## src/sv/icd_pkg.sv

```systemverilog
package icd_pkg;

    // field and register widths
    localparam int MV_W      = 16;
    localparam int PCT_W     = 7;
    localparam int IR_W      = 8;
    localparam int LIM_W     = 15;
    localparam int SHIFT_W   = 4;
    localparam int CFG_IDX_W = 3;
    localparam int PROD_W    = 24;
    localparam int CNT_W     = 5;

    // constants
    localparam logic [PCT_W-1:0]  PCT_FULL = 7'd100;
    localparam logic [MV_W-1:0]   MV_MAX   = 16'hFFFF;
    localparam logic [MV_W-1:0]   DIV_TEN  = 16'd10;

    // divider step counts: full width for the divide by ten, seven for the cap
    // quotient, which is always below 128
    localparam logic [CNT_W-1:0]  IR_DIV_ITERS  = 5'd24;
    localparam logic [CNT_W-1:0]  CAP_DIV_ITERS = 5'd7;

    // configuration register indexes
    localparam logic [CFG_IDX_W-1:0] REG_KNEE_MV      = 3'd0;
    localparam logic [CFG_IDX_W-1:0] REG_FLOOR_MV     = 3'd1;
    localparam logic [CFG_IDX_W-1:0] REG_FLOOR_PCT    = 3'd2;
    localparam logic [CFG_IDX_W-1:0] REG_IR_MILLIOHM  = 3'd3;
    localparam logic [CFG_IDX_W-1:0] REG_COMP_MAX_MV  = 3'd4;
    localparam logic [CFG_IDX_W-1:0] REG_FILTER_SHIFT = 3'd5;
    localparam logic [CFG_IDX_W-1:0] REG_RAW_FLOOR_MV = 3'd6;
    localparam logic [CFG_IDX_W-1:0] REG_DEFAULT_MV   = 3'd7;

    typedef enum logic [3:0] {
        ST_IDLE,
        ST_MUL_IR,
        ST_DIV_IR,
        ST_SUM,
        ST_FILT,
        ST_CAP,
        ST_MUL_CAP,
        ST_DIV_CAP,
        ST_DONE
    } state_t;

    typedef struct packed {
        logic              start;
        logic [MV_W-1:0]   a;
        logic [IR_W-1:0]   b;
    } mul_req_t;

    typedef struct packed {
        logic              done;
        logic [PROD_W-1:0] prod;
    } mul_rsp_t;

    typedef struct packed {
        logic              start;
        logic [MV_W-1:0]   rem0;
        logic [PROD_W-1:0] num;
        logic [MV_W-1:0]   divisor;
        logic [CNT_W-1:0]  iters;
    } div_req_t;

    typedef struct packed {
        logic              done;
        logic [PROD_W-1:0] quo;
    } div_rsp_t;

endpackage

```

## src/sv/icd_ser_mult.sv

```systemverilog
module icd_ser_mult (
    input  logic              aclk,
    input  logic              aresetn,
    input  icd_pkg::mul_req_t req,
    output icd_pkg::mul_rsp_t rsp
);
    import icd_pkg::*;

    localparam int STEP_W = $clog2(IR_W);

    logic              busy_reg, busy_next;
    logic              done_reg, done_next;
    logic [STEP_W-1:0] cnt_reg, cnt_next;
    logic [PROD_W-1:0] a_reg, a_next;
    logic [IR_W-1:0]   b_reg, b_next;
    logic [PROD_W-1:0] acc_reg, acc_next;

    // control registers
    always_ff @(posedge aclk) begin
        if (!aresetn) begin
            busy_reg <= 1'b0;
            done_reg <= 1'b0;
        end else begin
            busy_reg <= busy_next;
            done_reg <= done_next;
        end
    end

    // datapath registers
    always_ff @(posedge aclk) begin
        cnt_reg <= cnt_next;
        a_reg   <= a_next;
        b_reg   <= b_next;
        acc_reg <= acc_next;
    end

    // one multiplier bit per cycle, LSB first: add, shift multiplicand up
    always_comb begin
        busy_next = busy_reg;
        done_next = 1'b0;
        cnt_next  = cnt_reg;
        a_next    = a_reg;
        b_next    = b_reg;
        acc_next  = acc_reg;
        if (req.start) begin
            busy_next = 1'b1;
            cnt_next  = '0;
            a_next    = PROD_W'(req.a);
            b_next    = req.b;
            acc_next  = '0;
        end else if (busy_reg) begin
            if (b_reg[0]) begin
                acc_next = acc_reg + a_reg;
            end
            a_next   = a_reg << 1;
            b_next   = b_reg >> 1;
            cnt_next = cnt_reg + 1'b1;
            if (cnt_reg == STEP_W'(IR_W - 1)) begin
                busy_next = 1'b0;
                done_next = 1'b1;
            end
        end
    end

    assign rsp.done = done_reg;
    assign rsp.prod = acc_reg;

endmodule

```

## src/sv/icd_ser_div.sv

```systemverilog
module icd_ser_div (
    input  logic              aclk,
    input  logic              aresetn,
    input  icd_pkg::div_req_t req,
    output icd_pkg::div_rsp_t rsp
);
    import icd_pkg::*;

    logic              busy_reg, busy_next;
    logic              done_reg, done_next;
    logic [CNT_W-1:0]  cnt_reg, cnt_next;
    logic [MV_W-1:0]   rem_reg, rem_next;
    logic [PROD_W-1:0] quo_reg, quo_next;
    logic [MV_W-1:0]   dvs_reg, dvs_next;
    logic [MV_W:0]     trial;
    logic              fits;

    // control registers
    always_ff @(posedge aclk) begin
        if (!aresetn) begin
            busy_reg <= 1'b0;
            done_reg <= 1'b0;
        end else begin
            busy_reg <= busy_next;
            done_reg <= done_next;
        end
    end

    // datapath registers
    always_ff @(posedge aclk) begin
        cnt_reg <= cnt_next;
        rem_reg <= rem_next;
        quo_reg <= quo_next;
        dvs_reg <= dvs_next;
    end

    // restoring division: shift one dividend bit into the remainder per cycle,
    // shift the quotient bit in at the bottom of the same register
    always_comb begin
        trial     = {rem_reg, quo_reg[PROD_W-1]};
        fits      = (trial >= {1'b0, dvs_reg});
        busy_next = busy_reg;
        done_next = 1'b0;
        cnt_next  = cnt_reg;
        rem_next  = rem_reg;
        quo_next  = quo_reg;
        dvs_next  = dvs_reg;
        if (req.start) begin
            busy_next = 1'b1;
            cnt_next  = req.iters;
            rem_next  = req.rem0;
            quo_next  = req.num;
            dvs_next  = req.divisor;
        end else if (busy_reg) begin
            if (fits) begin
                rem_next = MV_W'(trial - {1'b0, dvs_reg});
            end else begin
                rem_next = trial[MV_W-1:0];
            end
            quo_next = {quo_reg[PROD_W-2:0], fits};
            cnt_next = cnt_reg - 1'b1;
            if (cnt_reg == CNT_W'(1)) begin
                busy_next = 1'b0;
                done_next = 1'b1;
            end
        end
    end

    assign rsp.done = done_reg;
    assign rsp.quo  = quo_reg;

endmodule

```

## src/sv/ir_compensated_cell_derate.sv

```systemverilog
// Channel   Direction  Handshake           Word
// s_        in         s_valid / s_ready   voltage, current and freshness flags
// m_        out        m_valid / m_ready   raw, correction, estimate, cap, flags
// cfg_      in         cfg_wr_en           register index and write data
//
// One word at a time. An unusable voltage goes from acceptance straight to the
// final state; other words pass the sum, filter and cap states, and correction and
// interpolation each add a multiply and a divide. s_ready rises on the same edge
// as m_valid. The multiplier is bit-serial (8 steps, used twice) and the restoring
// divider takes 24 steps for the divide by ten and 7 for the cap quotient.
// Reset is synchronous, active low; it clears control state and the filter.
// A result waiting on m_ready holds only the final state; the next word is
// accepted as soon as the previous one has moved to the output register.
module ir_compensated_cell_derate #(
    parameter int FRAC_BITS = 8
) (
    input  logic                                   aclk,
    input  logic                                   aresetn,

    input  logic                                   s_valid,
    output logic                                   s_ready,
    input  logic                                   s_volt_fresh,
    input  logic [icd_pkg::MV_W-1:0]               s_cell_min_mv,
    input  logic                                   s_amp_fresh,
    input  logic signed [icd_pkg::MV_W-1:0]        s_pack_curr,

    output logic                                   m_valid,
    input  logic                                   m_ready,
    output logic [icd_pkg::MV_W-1:0]               m_raw_mv,
    output logic signed [icd_pkg::MV_W-1:0]        m_corr_mv,
    output logic [icd_pkg::MV_W-1:0]               m_ocv_est_mv,
    output logic [icd_pkg::PCT_W-1:0]              m_cap_pct,
    output logic                                   m_is_capped,
    output logic                                   m_was_compensated,
    output logic                                   m_hit_raw_floor,

    input  logic                                   cfg_wr_en,
    input  logic [icd_pkg::CFG_IDX_W-1:0]          cfg_index,
    input  logic [icd_pkg::MV_W-1:0]               cfg_wdata
);
    import icd_pkg::*;

    localparam int ACC_W = MV_W + FRAC_BITS;

    // configuration
    logic [MV_W-1:0]    knee_reg, floor_reg, raw_floor_reg, default_reg;
    logic [PCT_W-1:0]   floor_pct_reg;
    logic [IR_W-1:0]    ir_reg;
    logic [LIM_W-1:0]   comp_max_reg;
    logic [SHIFT_W-1:0] shift_reg;

    // control and filter state
    state_t             state_reg, state_next;
    logic               seeded_reg, seeded_next;
    logic [ACC_W-1:0]   acc_reg, acc_next;
    logic               m_valid_reg, m_valid_next;

    // per-word working registers
    logic [MV_W-1:0]    vmin_reg, vmin_next;
    logic               neg_reg, neg_next;
    logic [MV_W-1:0]    corr_reg, corr_next;
    logic               comped_reg, comped_next;
    logic [MV_W-1:0]    est_reg, est_next;
    logic [MV_W-1:0]    ocv_reg, ocv_next;
    logic [PCT_W-1:0]   cap_reg, cap_next;
    logic               hit_reg, hit_next;

    // output register
    logic [MV_W-1:0]    m_raw_reg, m_raw_next;
    logic [MV_W-1:0]    m_corr_reg, m_corr_next;
    logic [MV_W-1:0]    m_ocv_reg, m_ocv_next;
    logic [PCT_W-1:0]   m_cap_reg, m_cap_next;
    logic               m_capped_reg, m_capped_next;
    logic               m_comped_reg, m_comped_next;
    logic               m_hit_reg, m_hit_next;

    // combinational helpers
    mul_req_t           mul_req;
    mul_rsp_t           mul_rsp;
    div_req_t           div_req;
    div_rsp_t           div_rsp;
    logic [MV_W-1:0]    cur_bits, cur_mag;
    logic [PCT_W-1:0]   fp_eff;
    logic [LIM_W-1:0]   corr_mag;
    logic [MV_W-1:0]    corr_mag16;
    logic [MV_W+1:0]    sum;
    logic [ACC_W-1:0]   target;
    logic signed [ACC_W:0] diff, step;

    icd_ser_mult u_mult (
        .aclk    (aclk),
        .aresetn (aresetn),
        .req     (mul_req),
        .rsp     (mul_rsp)
    );

    icd_ser_div u_div (
        .aclk    (aclk),
        .aresetn (aresetn),
        .req     (div_req),
        .rsp     (div_rsp)
    );

    // configuration writes
    always_ff @(posedge aclk) begin
        if (!aresetn) begin
            knee_reg      <= 16'd3500;
            floor_reg     <= 16'd3000;
            floor_pct_reg <= 7'd20;
            ir_reg        <= 8'd0;
            comp_max_reg  <= 15'd500;
            shift_reg     <= 4'd3;
            raw_floor_reg <= 16'd2800;
            default_reg   <= 16'd3600;
        end else if (cfg_wr_en) begin
            case (cfg_index)
                REG_KNEE_MV:      knee_reg      <= cfg_wdata;
                REG_FLOOR_MV:     floor_reg     <= cfg_wdata;
                REG_FLOOR_PCT:    floor_pct_reg <= cfg_wdata[PCT_W-1:0];
                REG_IR_MILLIOHM:  ir_reg        <= cfg_wdata[IR_W-1:0];
                REG_COMP_MAX_MV:  comp_max_reg  <= cfg_wdata[LIM_W-1:0];
                REG_FILTER_SHIFT: shift_reg     <= cfg_wdata[SHIFT_W-1:0];
                REG_RAW_FLOOR_MV: raw_floor_reg <= cfg_wdata;
                REG_DEFAULT_MV:   default_reg   <= cfg_wdata;
                default: ;
            endcase
        end
    end

    // control state
    always_ff @(posedge aclk) begin
        if (!aresetn) begin
            state_reg   <= ST_IDLE;
            seeded_reg  <= 1'b0;
            acc_reg     <= '0;
            m_valid_reg <= 1'b0;
        end else begin
            state_reg   <= state_next;
            seeded_reg  <= seeded_next;
            acc_reg     <= acc_next;
            m_valid_reg <= m_valid_next;
        end
    end

    // payload registers
    always_ff @(posedge aclk) begin
        vmin_reg     <= vmin_next;
        neg_reg      <= neg_next;
        corr_reg     <= corr_next;
        comped_reg   <= comped_next;
        est_reg      <= est_next;
        ocv_reg      <= ocv_next;
        cap_reg      <= cap_next;
        hit_reg      <= hit_next;
        m_raw_reg    <= m_raw_next;
        m_corr_reg   <= m_corr_next;
        m_ocv_reg    <= m_ocv_next;
        m_cap_reg    <= m_cap_next;
        m_capped_reg <= m_capped_next;
        m_comped_reg <= m_comped_next;
        m_hit_reg    <= m_hit_next;
    end

    // shared datapath terms
    always_comb begin
        cur_bits   = s_pack_curr;
        cur_mag    = cur_bits[MV_W-1] ? (~cur_bits + 1'b1) : cur_bits;
        fp_eff     = (floor_pct_reg > PCT_FULL) ? PCT_FULL : floor_pct_reg;
        corr_mag   = (div_rsp.quo > PROD_W'(comp_max_reg)) ? comp_max_reg
                                                            : div_rsp.quo[LIM_W-1:0];
        corr_mag16 = {1'b0, corr_mag};
        sum        = {2'b00, vmin_reg} + {{2{corr_reg[MV_W-1]}}, corr_reg};
        target     = {est_reg, {FRAC_BITS{1'b0}}};
        diff       = $signed({1'b0, target}) - $signed({1'b0, acc_reg});
        step       = diff >>> shift_reg;
    end

    // sequencer
    always_comb begin
        state_next    = state_reg;
        seeded_next   = seeded_reg;
        acc_next      = acc_reg;
        vmin_next     = vmin_reg;
        neg_next      = neg_reg;
        corr_next     = corr_reg;
        comped_next   = comped_reg;
        est_next      = est_reg;
        ocv_next      = ocv_reg;
        cap_next      = cap_reg;
        hit_next      = hit_reg;
        m_raw_next    = m_raw_reg;
        m_corr_next   = m_corr_reg;
        m_ocv_next    = m_ocv_reg;
        m_cap_next    = m_cap_reg;
        m_capped_next = m_capped_reg;
        m_comped_next = m_comped_reg;
        m_hit_next    = m_hit_reg;
        mul_req       = '0;
        div_req       = '0;

        // drop the output word once taken
        m_valid_next = m_valid_reg && !m_ready;

        case (state_reg)
            ST_IDLE: begin
                if (s_valid) begin
                    vmin_next = s_cell_min_mv;
                    neg_next  = cur_bits[MV_W-1];
                    if (!s_volt_fresh || (s_cell_min_mv == '0)) begin
                        // unusable voltage: unseed and report defaults
                        seeded_next = 1'b0;
                        corr_next   = '0;
                        comped_next = 1'b0;
                        ocv_next    = default_reg;
                        cap_next    = PCT_FULL;
                        hit_next    = 1'b0;
                        state_next  = ST_DONE;
                    end else if (s_amp_fresh && (ir_reg != '0)) begin
                        comped_next   = 1'b1;
                        mul_req.start = 1'b1;
                        mul_req.a     = cur_mag;
                        mul_req.b     = ir_reg;
                        state_next    = ST_MUL_IR;
                    end else begin
                        corr_next   = '0;
                        comped_next = 1'b0;
                        state_next  = ST_SUM;
                    end
                end
            end
            ST_MUL_IR: begin
                // |current| * resistance, then divide by ten
                if (mul_rsp.done) begin
                    div_req.start   = 1'b1;
                    div_req.rem0    = '0;
                    div_req.num     = mul_rsp.prod;
                    div_req.divisor = DIV_TEN;
                    div_req.iters   = IR_DIV_ITERS;
                    state_next      = ST_DIV_IR;
                end
            end
            ST_DIV_IR: begin
                // clamp the magnitude, then restore the sign
                if (div_rsp.done) begin
                    corr_next  = neg_reg ? (~corr_mag16 + 1'b1) : corr_mag16;
                    state_next = ST_SUM;
                end
            end
            ST_SUM: begin
                // saturate voltage plus correction to the unsigned range
                if (sum[MV_W+1]) begin
                    est_next = '0;
                end else if (sum[MV_W]) begin
                    est_next = MV_MAX;
                end else begin
                    est_next = sum[MV_W-1:0];
                end
                state_next = ST_FILT;
            end
            ST_FILT: begin
                // seed, or move by the floor-shifted difference
                if (!seeded_reg) begin
                    acc_next    = target;
                    seeded_next = 1'b1;
                    ocv_next    = est_reg;
                end else begin
                    acc_next = acc_reg + step[ACC_W-1:0];
                    ocv_next = acc_next[ACC_W-1:FRAC_BITS];
                end
                state_next = ST_CAP;
            end
            ST_CAP: begin
                if (vmin_reg <= raw_floor_reg) begin
                    hit_next   = 1'b1;
                    cap_next   = fp_eff;
                    state_next = ST_DONE;
                end else begin
                    hit_next = 1'b0;
                    if (ocv_reg >= knee_reg) begin
                        cap_next   = PCT_FULL;
                        state_next = ST_DONE;
                    end else if (ocv_reg <= floor_reg) begin
                        cap_next   = fp_eff;
                        state_next = ST_DONE;
                    end else begin
                        mul_req.start = 1'b1;
                        mul_req.a     = ocv_reg - floor_reg;
                        mul_req.b     = {1'b0, PCT_FULL - fp_eff};
                        state_next    = ST_MUL_CAP;
                    end
                end
            end
            ST_MUL_CAP: begin
                // quotient is below 128, so the top bits preload the remainder
                if (mul_rsp.done) begin
                    div_req.start   = 1'b1;
                    div_req.rem0    = MV_W'(mul_rsp.prod >> CAP_DIV_ITERS);
                    div_req.num     = mul_rsp.prod << (PROD_W - int'(CAP_DIV_ITERS));
                    div_req.divisor = knee_reg - floor_reg;
                    div_req.iters   = CAP_DIV_ITERS;
                    state_next      = ST_DIV_CAP;
                end
            end
            ST_DIV_CAP: begin
                if (div_rsp.done) begin
                    cap_next   = fp_eff + div_rsp.quo[PCT_W-1:0];
                    state_next = ST_DONE;
                end
            end
            ST_DONE: begin
                // hand the word to the output register when it is free
                if (!m_valid_reg || m_ready) begin
                    m_valid_next  = 1'b1;
                    m_raw_next    = vmin_reg;
                    m_corr_next   = corr_reg;
                    m_ocv_next    = ocv_reg;
                    m_cap_next    = cap_reg;
                    m_capped_next = (cap_reg < PCT_FULL);
                    m_comped_next = comped_reg;
                    m_hit_next    = hit_reg;
                    state_next    = ST_IDLE;
                end
            end
            default: begin
                state_next = ST_IDLE;
            end
        endcase
    end

    assign s_ready           = (state_reg == ST_IDLE);
    assign m_valid           = m_valid_reg;
    assign m_raw_mv          = m_raw_reg;
    assign m_corr_mv         = $signed(m_corr_reg);
    assign m_ocv_est_mv      = m_ocv_reg;
    assign m_cap_pct         = m_cap_reg;
    assign m_is_capped       = m_capped_reg;
    assign m_was_compensated = m_comped_reg;
    assign m_hit_raw_floor   = m_hit_reg;

`ifndef SYNTHESIS
    a_cap_range: assert property (@(posedge aclk) disable iff (!aresetn)
        m_valid |-> (m_cap_pct <= PCT_FULL))
        else $error("cap percentage above full scale");

    a_capped_flag: assert property (@(posedge aclk) disable iff (!aresetn)
        m_valid |-> (m_is_capped == (m_cap_pct < PCT_FULL)))
        else $error("capped flag disagrees with cap percentage");

    a_no_comp_zero: assert property (@(posedge aclk) disable iff (!aresetn)
        (m_valid && !m_was_compensated) |-> (m_corr_mv == '0))
        else $error("correction reported without compensation");

    a_one_word: assert property (@(posedge aclk) disable iff (!aresetn)
        (s_valid && s_ready) |=> !s_ready)
        else $error("second word accepted while one is in work");
`endif

endmodule

```

## config.mk

```make
export PLATFORM = sky130hd
export DESIGN_NAME = ir_compensated_cell_derate
export DESIGN_NICKNAME = d
export VERILOG_FILES = /design/src/sv/icd_pkg.sv /design/src/sv/icd_ser_mult.sv /design/src/sv/icd_ser_div.sv /design/src/sv/ir_compensated_cell_derate.sv
export SDC_FILE = /design/constraint.sdc
export NUM_CORES = 1
export LEC_CHECK = 0
export BUFFER_PORTS_ARGS = -buffer_cell sky130_fd_sc_hd__buf_2
export CAP_MARGIN = 15
export CORE_ASPECT_RATIO = 1.4
export CORE_MARGIN = 2
export CORE_UTILIZATION = 55
export DETAILED_ROUTE_END_ITERATION = 10
export HOLD_SLACK_MARGIN = 0.05
export PLACE_DENSITY = 0.85
export SLEW_MARGIN = 20
export SYNTH_ARGS = -nofsm -noshare
export SYNTH_HDL_FRONTEND = slang
export SYNTH_SLANG_ARGS = --single-unit
```

## constraint.sdc

```tcl
create_clock -name aclk -period 12.5 [get_ports aclk]
set_input_delay 1.25 -clock aclk [delete_from_list [all_inputs] [get_ports aclk]]
set_output_delay 1.25 -clock aclk [all_outputs]
set_load 0.03 [all_outputs]
```

==> results.md, run 1 <==
Job:
- Max-cap violations in this run came to 0.

Layout:
- The share of post-route cells with drive strength above 1 is 9.88%.
- The final non-filler cell area is 26900 µm².
- The filler cell count in the final layout is about 3600.
- Compared with the post-synthesis result, the final layout area differs by 10.1%.
- At the end of the flow, the number of nets in the layout was 2995.

CTS:
- The H-tree was split into 2 levels.
- Buffers inserted to repair hold after CTS numbered 0.
- TritonCTS built the clock tree.
- Counting every sink on the clock net gives 384.
- The post-CTS setup-driven buffer insertion count is 0.
- At the later pin of the worst-skew pair, clock insertion delay measures between 0.5 and 0.6 ns.
- Clock-pin slew was measured on the worst setup and hold paths at roughly 0.070 ns.
- The clock tree buffer depth is 3.
- The post-CTS resize count is 0.
- The clock tree root driver cell is clkbuf_16.
- Buffers inserted during clock tree synthesis total between 40 and 50.

Setup path:
- STA puts the critical path data required time at 12.90 ns.
- The slowest cell on the critical path is mux4_2.
- The destination of the worst register-to-register timing path is ocv_reg[15]$_DFFE_PP_.
- The dominant delay contributor by cell family on the critical path is compound AO/OA/AOI/OAI gates.
- The start-to-end type of the worst setup path is register to register.
- In this run the critical register-to-register path is launched from acc_reg[1]$_SDFFE_PN0P_.
- The maximum fanout along the worst path is 9.
- Data on the critical path arrives at its endpoint at between 6 and 7 ns.
- The path depth of the worst reg2reg path is 21.
- The total buffers and inverters traversed by the critical path is 1.
- Walking the worst path, the cells encountered are inv_1, ha_1, nor3b_2, nor4b_1, or3_1, a21o_1, o21ai_0, xnor2_1, mux4_2, mux4_2, ha_1, a211oi_1, o21a_1, o31ai_1, o21ai_0, o21ai_0, o211a_1, o41ai_1, xnor3_1, and2_1, o21ai_1.
- The type of destination of the critical path is a register.
- On the worst path, the slowest cell contributes a delay of around 0.55 ns.
- STA classifies the critical path startpoint as a register.
- The reg-to-reg setup timing slack is 6.23 ns.
- The most frequent cell on the critical path is o21ai_0.

Drt:
- The total number of vias is 20982.
- The number of detailed-routing iterations run before antenna repair is 6.
- In the final routed layout, each cell accounts on average for 22.2 µm.
- After detailed routing, the total wire length is around 74000 µm.
- The mean number of vias per cell is approximately 6.3.
- The remaining routing DRC violations is 0.
- The DRC violation total after the first TritonRoute iteration is between 1500 and 2000.
- The number of nets still failing antenna checks after routing is 0.

Min path:
- The kind of path behind the tightest hold check is register to register.
- The hold-critical path depth is 0.
- In this run the most critical hold path is launched from cap_reg[1]$_DFFE_PP_.
- The hold path endpoint is m_cap_pct[1]$_DFFE_PP_.

Die:
- The number of top-level pins is ~120.
- The floorplan step set the die width to approximately 180 µm.
- The floorplan step defined a core boundary enclosing roughly 44000 µm².
- After floorplanning, the core was divided into slightly above 90 placement rows.
- The effective utilization at floorplan is 55.6%.
- The floorplan step defined a die boundary enclosing around 46000 µm².
- The die is 253 µm tall.

Synth:
- The share of flip-flops with an asynchronous set or reset is 0%.
- The post-synthesis cell area is 24400 µm².
- During synthesis, Yosys emitted a total of 0 warnings.
- Of the synthesized area, sequential elements account for 40.4%.
- The number of nets in the synthesized netlist is between 2000 and 3000.
- The predominant post-synthesis flop cell is edfxtp_1.
- After synthesis, the netlist uses 92 different library cells.
- The average instance in the mapped netlist occupies roughly 9.2 µm².
- In this run, synthesis inferred roughly 220 flip-flops with an integrated enable.
- In this run, synthesis produced a sequential element count of 384.
- The number of standard cells after synthesis is ~2700.

Global route:
- The total routing resource utilization after global routing is 31.5%.
- The initial antenna violation count is 1.
- The sum of overflow across all layers after global routing is 0.
- Entering global routing, the biggest net connects 78 pins.
- The via count of the first global-routing pass is ~20000.
- The wire length of the first global-routing pass is 112000 µm.

Timing:
- The post-layout worst setup margin is 6.23 ns.
- After routing, the total negative slack on setup checks comes to 0 ns.
- The max-slew violation total from the final report is 0.
- Setup repair after global routing left no endpoint under its margin.
- The slew at the pin with the worst max-slew slack is around 1.1 ns.
- The post-route minimum period is ~6.3 ns.
- The number of failing setup endpoints in the final timing report is 0.
- The hold violation count in the final report is 0.
- After layout, the worst path uses between 50% and 60% of the clock period.
- Clock skew on the completed layout was measured at between 0.02 and 0.025 ns.
- Derived from the worst setup path, the maximum achievable clock frequency is 159 MHz.
- Measured against its own limit, the worst slew margin works out to 25.3%.
- Across all hold checks on the routed design, the worst slack comes to around 0.43 ns.

Power and ir drop:
- The highest ir drop seen on vdd is ~0.13 mV.
- Per report_power, the clock group accounts for a little under a third of the total.
- Overall power consumption after layout is estimated at around 4.2 mW.
- In this run the power spent charging and discharging nets is 1.43 mW.
- The standby leakage power is approximately 11 nW.
- The share of total power consumed by net switching is between 30% and 40%.
- Power spread over the standard cell area amounts to between 150 and 200 nW/µm².
- Sequential cells account for roughly two fifths of the total power.
- The internal power of the cells totals about 2.7 mW.
- The part of the power in combinational logic is around 29%.

Place:
- Before CTS, the worst setup slack after placement is roughly 6.4 ns.
- The cell area reported after detailed placement is approximately 25000 µm².
- The weighted congestion at the end of routability-driven global placement is between 1 and 1.5.
- The half-perimeter wire length after detailed placement is around 56000 µm.
- The count of buffers from port buffering is between 100 and 150.

Status:
- The flow ran to the end, and the final reports show no timing, DRC or antenna violations.
[worst max-delay path by stage]
stage / startpoint / endpoint / slack (ns) / cells past startpoint
floorplan: acc_reg[9]$_SDFFE_PN0P_ / ocv_reg[15]$_DFFE_PP_ / 7.29 / 21
global placement: acc_reg[1]$_SDFFE_PN0P_ / ocv_reg[15]$_DFFE_PP_ / 6.44 / 21
detailed placement: acc_reg[1]$_SDFFE_PN0P_ / ocv_reg[15]$_DFFE_PP_ / 6.40 / 21
CTS: acc_reg[1]$_SDFFE_PN0P_ / ocv_reg[15]$_DFFE_PP_ / 6.36 / 21
global route: acc_reg[1]$_SDFFE_PN0P_ / ocv_reg[14]$_DFFE_PP_ / 5.84 / 24
finish: acc_reg[1]$_SDFFE_PN0P_ / ocv_reg[15]$_DFFE_PP_ / 6.23 / 21
[cell usage after synthesis, drive strengths merged, types with 26 or more instances]
| library cell | count | area (µm²) |
|---|---|---|
| nor2 | 236 | 886 |
| nor3 | 60 | 300 |
| a21boi | 78 | 586 |
| nand2 | 353 | 1330 |
| a211oi | 26 | 195 |
| a21o | 45 | 339 |
| xor2 | 53 | 464 |
| clkbuf | 98 | 418 |
| mux2i | 65 | 651 |
| a21oi | 154 | 774 |
| dfxtp | 167 | 3340 |
| edfxtp | 217 | 6520 |
| nor2b | 48 | 300 |
| nand3 | 41 | 215 |
| o21ai | 158 | 791 |
| ha | 190 | 2380 |
| inv | 159 | 597 |
| o211ai | 42 | 320 |
| xnor2 | 85 | 744 |
| nand2b | 27 | 169 |
[placed cells by master, fill, tap and decap left out, drive strengths merged, types with 78 or more instances in the layout]
master	synthesis	routed
nor2	236	236
ha	190	190
a21boi	78	78
xnor2	85	85
a21oi	154	154
dfxtp	167	167
o21ai	158	158
edfxtp	217	217
nand2	353	353
buf	15	144
inv	159	166
[through the flow]
step,std cells,util (%)
4_1_cts,3330,61.2
6_report,3332,61.2
2_1_floorplan,2667,-
5_1_grt,3330,61.2
3_5_place_dp,3255,57.9
3_3_place_gp,3255,57.9
[final cells by class]
| class | instances | area [µm²] | area share [%] |
|---|---|---|---|
| multi-input cells | 2010 | 13500 | 50.2 |
| flip-flops and latches | 384 | 9860 | 36.7 |
| diodes | 2 | 5.00 | 0.0186 |
| well taps | 558 | 698 | 2.60 |
| inverters | 159 | 597 | 2.22 |
| clock buffers | 42 | 1030 | 3.83 |
| clock inverters | 33 | 407 | 1.51 |
| repair buffers | 144 | 791 | 2.94 |
[cell families after synthesis]
family | Yosys count | share of synthesized area, %
compound gates | 680 | 18.3
mux | 89 | 4.34
simple gates | 905 | 17.1
buf+inv | 273 | 4.60
xor+xnor | 139 | 5.04
flops | 384 | 40.4
fa+ha+maj | 197 | 10.3
[power by group through the flow]
stage | combinational [mW] | sequential [mW] | clock [mW]
final | 1.19 | 1.65 | 1.32
after detailed placement | 1.17 | 1.67 | 0
after global routing | 1.30 | 1.66 | 1.38
after floorplan | 0.848 | 1.62 | 0
after CTS | 1.18 | 1.65 | 1.34
after global placement | 1.14 | 1.67 | 0
[routing by layer]
metal | vias to the layer above | global-route usage (%) | wire (µm)
li1 | 9743 | - | -
met1 | 10006 | 34.8 | 26400
met2 | 921 | 54.1 | 35700
met3 | 310 | 4.50 | 4750
met4 | 2 | 25.8 | 6940
met5 | - | 0 | 11
Power figures use the tool's default switching activity.
==> inputs of run 2 (changes only) <==
==> constraint.sdc (replaced) <==
create_clock -name aclk -period 6.1 [get_ports aclk]
set_input_delay 0.61 -clock aclk [delete_from_list [all_inputs] [get_ports aclk]]
set_output_delay 0.61 -clock aclk [all_outputs]
set_load 0.03 [all_outputs]
==> run 2 against run 1 <==
Effect of this change: utilization is 0.32 points higher; die area stayed put; clock skew is 0.011 ns higher; largest power group unchanged; largest cell class unchanged; total power is 100% higher; critical path depth is 1 higher; sequential share of layout area is 0.18 points lower.
==> results.md, run 2 (synthesis gave the netlist of run 1 again) <==
Die:
- The die is 182 µm wide.
- The floorplan step defined a die boundary enclosing 46100 µm².
- The effective utilization at floorplan is between 50% and 60%.
- The die height is 253 µm.
- The number of top-level pins is 118.
- The area inside the core boundary is 43900 µm².
- Row generation in the floorplan step produced just over 90 rows.

Power and ir drop:
- Overall power consumption after layout is estimated at between 8 and 9 mW.
- The clock share of power is between 30% and 40%.
- Of the total power, the share spent switching nets is approximately a third.
- Combinational logic is responsible for 29.1% of the overall power.
- The standby leakage power is ~11 nW.
- Of the total power, registers draw 39.8%.
- The worst-case IR drop observed on VDD is between 0.2 and 0.25 mV.
- The switching power of the nets is ~3 mW.
- The internal power contribution is roughly 5.5 mW.
- The total power per unit cell area is 316 nW/µm².

Timing:
- The post-route fraction of the period consumed by the critical path is a little over nine tenths.
- The slew at the pin with the worst max-slew slack is ~1.1 ns.
- The hold violation count in the final report is 0.
- The maximum frequency from static timing analysis is ~170 MHz.
- The number of failing setup endpoints in the final timing report is 0.
- Summed over all failing endpoints, the final setup total negative slack is 0 ns.
- The max-slew violation total from the final report is 0.
- Setup repair after global routing left no endpoint under its margin.
- The worst-case headroom to the max-slew limit is a little over a quarter.
- The post-route minimum period is a little under 6 ns.
- Between clock sinks in the finished design, the worst skew comes to about 0.033 ns.

Place:
- The congestion estimate from routability-driven global placement came to approximately 1.0.
- In this run the cell area measured after placement is about 26000 µm².
- The half-perimeter wire length after detailed placement is between 50000 and 60000 µm.
- Port buffering added approximately 120 buffers.

Drt:
- The DRC violation total after the first TritonRoute iteration is 1877.
- The detailed-route wire length is between 70000 and 80000 µm.
- After detailed routing, the number of vias per cell comes to 6.29.
- In the final routed layout, each cell accounts on average for roughly 23 µm.
- The number of nets still failing antenna checks after routing is 0.
- The number of detailed-routing iterations run before antenna repair is 6.
- For this run, design rule violations remaining after detail routing come to 0.
- The total number of vias is around 21000.

Setup path:
- The path depth of the worst reg2reg path is 22.
- STA classifies the critical path startpoint as a register.
- The arrival time of the worst setup path is roughly 6.3 ns.
- In this run the critical register-to-register path is launched from est_reg[3]$_SDFFCE_PP0P_.
- Of all nets on the critical path, the largest fanout is 3.
- The critical path goes through ha_1, nand4b_1, nor4b_2, buf_4, or3_1, a21o_1, a21oi_1, xnor2_1, mux4_2, mux4_2, ha_1, a211oi_2, o21a_1, o31ai_4, o21ai_0, buf_4, o21ai_0, o211a_1, o41ai_1, xnor3_1, and2_1, o21ai_1.
- The required time reported for the critical path endpoint is around 6.5 ns.
- On the critical path the largest part of the delay comes from compound AO/OA/AOI/OAI gates.
- The worst setup path is captured at a register.
- The start-to-end type of the worst setup path is register to register.
- The number of buffers and inverters on the critical path is 2.
- For this design, the slowest cell found on the critical path is mux4_2.
- For this run, the slowest stage of the critical path takes 0.53 ns.
- The reg-to-reg setup timing slack is about 0.23 ns.
- The destination of the worst register-to-register timing path is ocv_reg[15]$_DFFE_PP_.

CTS:
- The tree built by TritonCTS fans out to about 380 sinks.
- TritonCTS built the clock tree.
- The TritonCTS buffer count is between 40 and 50.
- The clock tree root driver cell is clkbuf_16.
- The H-tree was split into 2 levels.
- After clock tree synthesis, the clock-pin slew on the worst setup and hold paths is 0.07 ns.
- The clock network latency to the later pin of the worst-skew pair is about 0.6 ns.
- The clock tree buffer depth is 3.

Layout:
- The library cell used most frequently in the layout, excluding fill and tap cells, is nand2_1.
- The area growth from synthesis to layout is 10.7%.
- The share of post-route cells with drive strength above 1 is a little over a tenth.
- Summing all non-filler instances in the final layout gives an area of approximately 27000 µm².
- 0 antenna diodes ended up in the layout.
- The number of nets in the final layout is around 3000.
- Leaving out fill and tap cells, the most frequent cells in the layout are nand2_1, nor2_1, edfxtp_1.

Global route:
- The via count of the first global-routing pass is 20552.
- The total routing resource utilization after global routing is 32.2%.
- The pin count of the biggest net entering global routing is slightly above 70.
- The first global-routing pass estimated between 100000 and 150000 µm of wire.
- After global routing the overflow that remains totals 0.
- The initial antenna violation count came to 3.

Status:
- The run finished with clean final reports.

Job:
- Max-cap violations in this run came to 0.

Min path:
- The worst hold path belongs to the class input port to register.
- The startpoint of the tightest hold check path is s_cell_min_mv[11].
- For hold timing, the worst endpoint is vmin_reg[11]$_DFFE_PP_.
- Counting instances, the worst hold path has a depth of 1.
-- run 2: timing repair --
| item | 4_1_cts | 5_1_grt |
|---|---|---|
| hold buffers | 0 | 0 |
| resized for setup | 0 | 16 |
| endpoints found under the setup margin | 0 | 20 |
| endpoints found under the hold margin | 0 | 0 |
| buffers inserted | 0 | 1 |
-- run 2: power by group through the flow --
stage | logic [mW] | registers, mW | clock network [mW]
after floorplan | 1.74 | 3.32 | 0
after CTS | 2.44 | 3.38 | 2.68
after detailed placement | 2.42 | 3.43 | 0
after global placement | 2.36 | 3.43 | 0
final | 2.48 | 3.39 | 2.65
after global routing | 2.71 | 3.40 | 2.77
-- run 2: worst reg2reg max path, cell delays in order, from the launching register on --
cell      delay [ns]
edfxtp_1        0.47
ha_1            0.36
nand4b_1        0.19
nor4b_2         0.07
buf_4           0.14
or3_1           0.37
a21o_1          0.21
a21oi_1         0.17
xnor2_1         0.11
mux4_2          0.52
mux4_2          0.53
ha_1            0.33
a211oi_2        0.25
o21a_1          0.26
o31ai_4         0.12
o21ai_0         0.17
buf_4           0.15
o21ai_0         0.12
o211a_1         0.28
o41ai_1         0.30
xnor3_1         0.26
and2_1          0.17
o21ai_1         0.15
-- run 2: stage by stage --
stage | setup slack (ns) | hold slack, ns | util (%) | std cells
after global placement | 0.309 | 0.406 | 58.1 | 3267
after global routing | 0.0118 | 0.218 | 61.5 | 3344
after detailed placement | 0.133 | 0.405 | 58.1 | 3267
after CTS | 0.0573 | 0.206 | 61.3 | 3343
final | 0.227 | 0.220 | 61.5 | 3344
after floorplan | 0.895 | 0.400 | - | 2667
-- run 2: per-layer routing --
metal | vias up | global-route usage (%) | part of all wire, %
li1 | 9782 | - | -
met1 | 10052 | 35.5 | 36
met2 | 901 | 56.4 | 49
met3 | 295 | 3.90 | 6.1
met4 | 6 | 25.1 | 9.1
met5 | - | 0 | 0.052
-- run 2: worst max path at each step --
stage	startpoint	to	slack, ns	cells past startpoint
2_1_floorplan	acc_reg[9]$_SDFFE_PN0P_	ocv_reg[15]$_DFFE_PP_	0.89	21
3_3_place_gp	acc_reg[0]$_SDFFE_PN0P_	ocv_reg[15]$_DFFE_PP_	0.31	23
6_report	est_reg[3]$_SDFFCE_PP0P_	ocv_reg[15]$_DFFE_PP_	0.23	22
4_1_cts	acc_reg[0]$_SDFFE_PN0P_	ocv_reg[14]$_DFFE_PP_	0.06	24
5_1_grt	acc_reg[9]$_SDFFE_PN0P_	ocv_reg[14]$_DFFE_PP_	0.01	24
3_5_place_dp	acc_reg[0]$_SDFFE_PN0P_	ocv_reg[14]$_DFFE_PP_	0.13	24
-- run 2: cell type report --
cell class                 count  area (µm²)
clock buffer                  49        1080
clock inverter                27         329
fill                        3612       16900
inverter                     159         597
multi-input combinational   2010       13600
sequential                   384        9860
tap                          558         698
timing repair buffer         157         901
